## src/rtl/lis_pkg.sv

```systemverilog
// Shared constants, types and the probe word format for the LIS chain.
`timescale 1ns / 1ps
package lis_pkg;

  // Capacity of the store, one cell each.
  localparam int MAX_ITEMS = 256;
  localparam int VAL_W = 32;
  localparam int LEN_W = 9;
  localparam int CNT_W = $clog2(MAX_ITEMS + 1);
  localparam logic [LEN_W-1:0] LEN_SAT = {LEN_W{1'b1}};

  localparam int OUT_FIELDS_W = 2 * LEN_W;
  localparam int OUT_TDATA_W = ((OUT_FIELDS_W + 7) / 8) * 8;

  // A probe carries one new element down the chain of cells.
  typedef struct packed {
    logic                    act;
    logic                    written;
    logic signed [VAL_W-1:0] key;
    logic [LEN_W-1:0]        len;
  } probe_t;

  typedef enum logic [1:0] {
    ST_IDLE,
    ST_RUN,
    ST_DONE
  } state_t;

endpackage

```

## src/rtl/lis_cell.sv

```systemverilog
// One cell of the chain: holds a stored element and updates a passing probe.
`timescale 1ns / 1ps
module lis_cell (
  input  logic            clk,
  input  logic            rst_n,
  input  logic            occupied,
  input  lis_pkg::probe_t probe_in,
  output lis_pkg::probe_t probe_out
);
  import lis_pkg::*;

  logic signed [VAL_W-1:0] stored_val_r;
  logic [LEN_W-1:0]        stored_len_r;
  probe_t                  probe_r;
  probe_t                  probe_nxt;
  logic                    wr_en;
  logic [LEN_W:0]          cand_wide;
  logic [LEN_W-1:0]        cand;

  always_comb begin
    probe_nxt = probe_in;
    wr_en     = 1'b0;
    cand_wide = {1'b0, stored_len_r} + {{LEN_W{1'b0}}, 1'b1};
    cand      = (cand_wide > {1'b0, LEN_SAT}) ? LEN_SAT : cand_wide[LEN_W-1:0];
    if (probe_in.act) begin
      if (occupied) begin
        // Only a strictly smaller earlier element may extend the subsequence.
        if ((stored_val_r < probe_in.key) && (cand > probe_in.len)) begin
          probe_nxt.len = cand;
        end
      end else if (!probe_in.written) begin
        // First free cell: the element settles here with its final length.
        wr_en             = 1'b1;
        probe_nxt.written = 1'b1;
      end
    end
  end

  always_ff @(posedge clk) begin
    if (!rst_n) begin
      probe_r.act <= 1'b0;
    end else begin
      probe_r.act <= probe_nxt.act;
    end
    probe_r.written <= probe_nxt.written;
    probe_r.key     <= probe_nxt.key;
    probe_r.len     <= probe_nxt.len;
  end

  always_ff @(posedge clk) begin
    if (wr_en) begin
      stored_val_r <= probe_in.key;
      stored_len_r <= probe_in.len;
    end
  end

  assign probe_out = probe_r;

endmodule

```

## config.mk

```make
export PLATFORM = sky130hd
export DESIGN_NAME = lis_cell
export DESIGN_NICKNAME = d
export VERILOG_FILES = /design/src/rtl/lis_pkg.sv /design/src/rtl/lis_cell.sv
export SDC_FILE = /design/constraint.sdc
export NUM_CORES = 1
export LEC_CHECK = 0
export BUFFER_PORTS_ARGS = -buffer_cell sky130_fd_sc_hd__buf_2
export CORE_ASPECT_RATIO = 1.75
export CORE_MARGIN = 5
export CORE_UTILIZATION = 30
export DETAILED_ROUTE_END_ITERATION = 7
export PLACE_DENSITY_LB_ADDON = 0.12
export REMOVE_ABC_BUFFERS = 1
export SYNTH_ARGS = -nofsm -noshare
export SYNTH_HDL_FRONTEND = slang
export SYNTH_SLANG_ARGS = --single-unit
```

## constraint.sdc

```tcl
create_clock -name clk -period 9.2 [get_ports clk]
set_input_delay 2.3 -clock clk [delete_from_list [all_inputs] [get_ports clk]]
set_output_delay 2.3 -clock clk [all_outputs]
set_load 0.02 [all_outputs]
```

Word-level counts from Yosys, hierarchy flattened
Cells that the tools add are included.
{"block": "totals", "ff_bits": 84, "inputBits": 46, "out_inout_bits": 43, "wordCells": 20}
{"block": "classes", "n_addsub": 1, "n_lt_le_gt_ge": 3, "mux": 9, "reduce_logical": 1}
{"cell": "two-way mux 9 bit", "n": 4}
{"cell": "< comparator 32 bit", "n": 1}
{"cell": "adder 9 x 1 -> 10 bit (second input constant)", "n": 1}
{"cell": "greater-than comparator 10 x 9 -> 1 bit (second input constant)", "n": 1}
{"cell": "greater-than comparator 9 bit", "n": 1}
{"cell": "two-way mux 1 bit", "n": 5}
{"cell": "logical AND 1 bit", "n": 1}

Logic depth before layout (Yosys ltp)
{"block": "depth", "depth_word": 8, "depth_mapped": 14, "ltp_nobuf": 13}

Worst setup path before layout
No wires, ideal clock.
{"block": "synth_path", "kind": "input to register", "startpoint": "input port occupied", "endpoint": "register stored_len_r[0], enable pin", "setup_ns": 0.439, "arrival_time_ns": 4.175, "required_time_ns": 8.761, "slack_ns": 4.585, "path_stages": 2, "path_buffers": 0, "cell_sequence": "nand2b_1 > nor2_1"}
{"block": "synth_via", "elab_chain_len": 2}
{"item": "from (decl)", "line": "lis_cell.sv:6", "source": "input logic occupied,"}
{"item": "two-way mux 1 bit", "line": "lis_cell.sv:26", "source": "if (occupied) begin"}
{"item": "two-way mux 1 bit", "line": "lis_cell.sv:25", "source": "if (probe_in.act) begin"}
{"item": "via wr_en", "line": "lis_cell.sv:16", "source": "logic wr_en;"}
{"item": "to (signal assigned)", "line": "lis_cell.sv:53", "source": "stored_len_r <= probe_in.len;"}
{"item": "to (decl)", "line": "lis_cell.sv:13", "source": "logic [LEN_W-1:0] stored_len_r;"}
The timed path passes the listed nets, and every way through them passes these cells.
A chain may end at the register's enable or synchronous reset.

==> results_dict.tcl <==
set metrics [dict create \
    cts.sinks 84 \
    worstPathRequired_ns 9.42 \
    ios 89 \
    antenna_cells 0 \
    syn_area_per_cell_um2 11.54 \
    clock_skew_ns 0.006369 \
    ys_ff_latch 84 \
    finalHoldViolCount 0 \
    grt_pass1_vias 2813 \
    grt_max_degree 42 \
    final_common_cell "buf_2" \
    dp_hpwl_um 6923 \
    setup_viol_count_final 0 \
    path_max_fanout 29 \
    rr_endpoint "probe_out[8]$_DFF_P_" \
    hold_end "probe_out[7]$_DFF_P_" \
    drt_iter0_drc 99 \
    clkTransAtPathRegs_ns 0.06 \
    antenna_found_initial 0 \
    rr_startpoint "stored_len_r[1]$_DFFE_PP_" \
    p_total_uw 937.5 \
    start_kind "input pin" \
    synth_area_um2 3831 \
    p_leak_nw 2.118 \
    end_kind "register" \
    dieArea_um2 15220 \
    path_buf_inv 2 \
    cts_tree "yes" \
    core_area_um2 12500 \
    cts_htree_levels 3 \
    final.min_clock_period_ns 4.868 \
    synth_warnings 0 \
    cts_made_buffers 9 \
    fmax_mhz 205.4 \
    path_class "in2reg" \
    post_drt_wl_per_cell_um 15.18 \
    relSlewSlack_pct 41.72 \
    seq_area_um2 2092 \
    synth-edff-count 41 \
    rsz0062_at_grt "false" \
    min-delay-path-class "reg2reg" \
    hold_buffers 0 \
    viasPerCell 4.672 \
    ys.flop_type "dfxtp_1" \
    seq_area_frac_synth_pct 54.60 \
    nets 512 \
    fin_crit_sh_pct 52.91 \
    cts_resized 0 \
    setup_tns_ns 0 \
    cts_max_path_buffers 2 \
    path_cells "buf_2 > inv_1 > ha_1 > nand4_2 > nor4_4 > a211o_1 > or2_1 > nor3_4 > a31oi_1 > nand3_1" \
    worstHoldPathCells 3 \
    reg2reg_depth 11 \
    async_flop_share_pct 0 \
    p_per_area_nw_per_um2 197.2 \
    placement.io_buffers 88 \
    post_cts_buffers 0 \
    synthCells 332 \
    fin_cells 597 \
    die-width_um 95.43 \
    die_h_um 159.5 \
    grt_pass1_wl_um 14050 \
    ant_nets 0 \
    insertion_delay_ns 0.34 \
    gp_congestion 0.7631 \
    worstMarginPinSlew_ns 0.8743 \
    crit_path_max_incr_delay_ns 0.85 \
    status "complete, no violations" \
    n_fill_cell 1240 \
    grt_usage_pct 12.19 \
    start_util_pct 30.65 \
    crit_family "simple AND/OR/NAND/NOR gates" \
    ir_drop_mv 0.08554 \
    min-delay-start "stored_len_r[7]$_DFFE_PP_" \
    first_pass_iters 4 \
    layout_common_cells "88 x buf_2, 43 x dfxtp_1, 42 x ha_1" \
    ys_types 47 \
    multiInputGateArea_um2 1528 \
    syn_to_final_growth_pct 24.10 \
    routed_wl_um 9061 \
    arrival_ns 5.09 \
    drive_gt1_share_pct 26.57 \
    dpl.cell_count 581 \
    drv_slew 0 \
    drv_cap 0 \
    gr-total-overflow 0 \
    regToRegSetupSlack_ns 5.78 \
    slowest_stage "ha_1" \
    num_vias 2789 \
    root_buffer "clkbuf_16" \
    num_rows 54 \
    drcViolationCount 0 \
]
==> worst reg2reg max path, delay by kind of cell, from the launching register on <==
family / cells / cell delay [ns]
and+or+nand+nor: 5 / 0.84
muxes: 1 / 0.38
AOI/OAI and AO/OA: 3 / 1.07
DFF: 1 / 0.46
adders and majority gates: 2 / 0.56
==> per-stage QoR <==
stage / area, um2 / hold WS [ns] / util [%] / worst slack, ns
2_1_floorplan: 3766 / 0.6552 / - / 4.585
3_3_place_gp: 4432 / 0.7275 / 35.46 / 4.070
3_5_place_dp: 4432 / 0.7341 / 35.46 / 4.013
4_1_cts: 4755 / 0.7499 / 38.04 / 4.367
5_1_grt: 4755 / 0.7875 / 38.04 / 4.069
6_report: 4755 / 0.7413 / 38.04 / 4.332
==> where the power goes <==
| part | internal, mW | switching [mW] | total, mW |
|---|---|---|---|
| combinational | 0.0447 | 0.0775 | 0.122 |
| clock | 0.239 | 0.154 | 0.393 |
| sequential | 0.415 | 0.00730 | 0.422 |
| total | 0.699 | 0.239 | 0.938 |
==> Yosys cell counts, types with 2 or more instances <==
library cell	n	area share (%)
ha_1	42	14
a21oi_1	15	2.0
xor2_1	2	0.46
nor2b_1	2	0.33
a31oi_1	12	2.0
nand2_1	37	3.6
nor2_1	12	1.2
nand2b_1	4	0.65
a221oi_1	2	0.46
and2_1	2	0.33
mux2_2	2	0.59
dfxtp_1	43	22
inv_1	41	4.0
nor3_1	3	0.39
o21ai_0	5	0.65
o311a_1	6	1.6
nor4b_1	7	1.6
nand4_1	2	0.33
buf_6	4	1.2
clkbuf_1	2	0.20
and4_1	3	0.69
o2bb2ai_1	4	0.91
a22oi_1	6	1.2
edfxtp_1	41	32
nand3_1	9	1.2
nand4_2	2	0.65
xnor2_1	2	0.46
==> registers in the layout (all words and copies together) (netlist names) <==
register      cells
probe_out        43
stored_val_r     32
stored_len_r      9
==> per-layer routing <==
layer  global-route usage, %  vias up  share of wire, %
li1                        -     1391                 -
met1                   12.70     1279                38
met2                   21.72       99                54
met3                   3.215       20               5.6
met4                   6.282        0               2.3
met5                       0        -                 0
==> cell families (layout without fill, tap and decap cells) <==
logic type / Yosys count / after routing / share of synthesized area, %
XOR/XNOR: 4 / 4 / 0.9146
adder cells (fa/ha/maj): 42 / 42 / 13.72
flip-flops: 84 / 84 / 54.60
AND/OR/NAND/NOR: 89 / 89 / 12.57
multiplexers: 2 / 2 / 0.5878
buffers and inverters: 49 / 146 / 5.715
AO/OA/AOI/OAI: 62 / 62 / 11.89
==> worst max path at each step <==
stage	slack, ns	to	cells past startpoint	from
floorplan	4.59	stored_len_r[0]$_DFFE_PP_	2	occupied
global placement	4.07	probe_out[7]$_DFF_P_	10	probe_in[40]
detailed placement	4.01	probe_out[8]$_DFF_P_	10	probe_in[40]
CTS	4.37	probe_out[8]$_DFF_P_	10	probe_in[40]
global route	4.07	probe_out[8]$_DFF_P_	10	probe_in[40]
finish	4.33	probe_out[8]$_DFF_P_	10	probe_in[40]
==> cell type report <==
class / instances / share of cell area, %
flip-flops and latches: 84 / 44.00
clock buffers: 9 / 4.737
well taps: 168 / 4.421
repair buffers: 89 / 9.421
clock inverters: 7 / 2.053
inverters: 41 / 3.237
multi-input cells: 199 / 32.13
(Power assumes the default switching activity.)
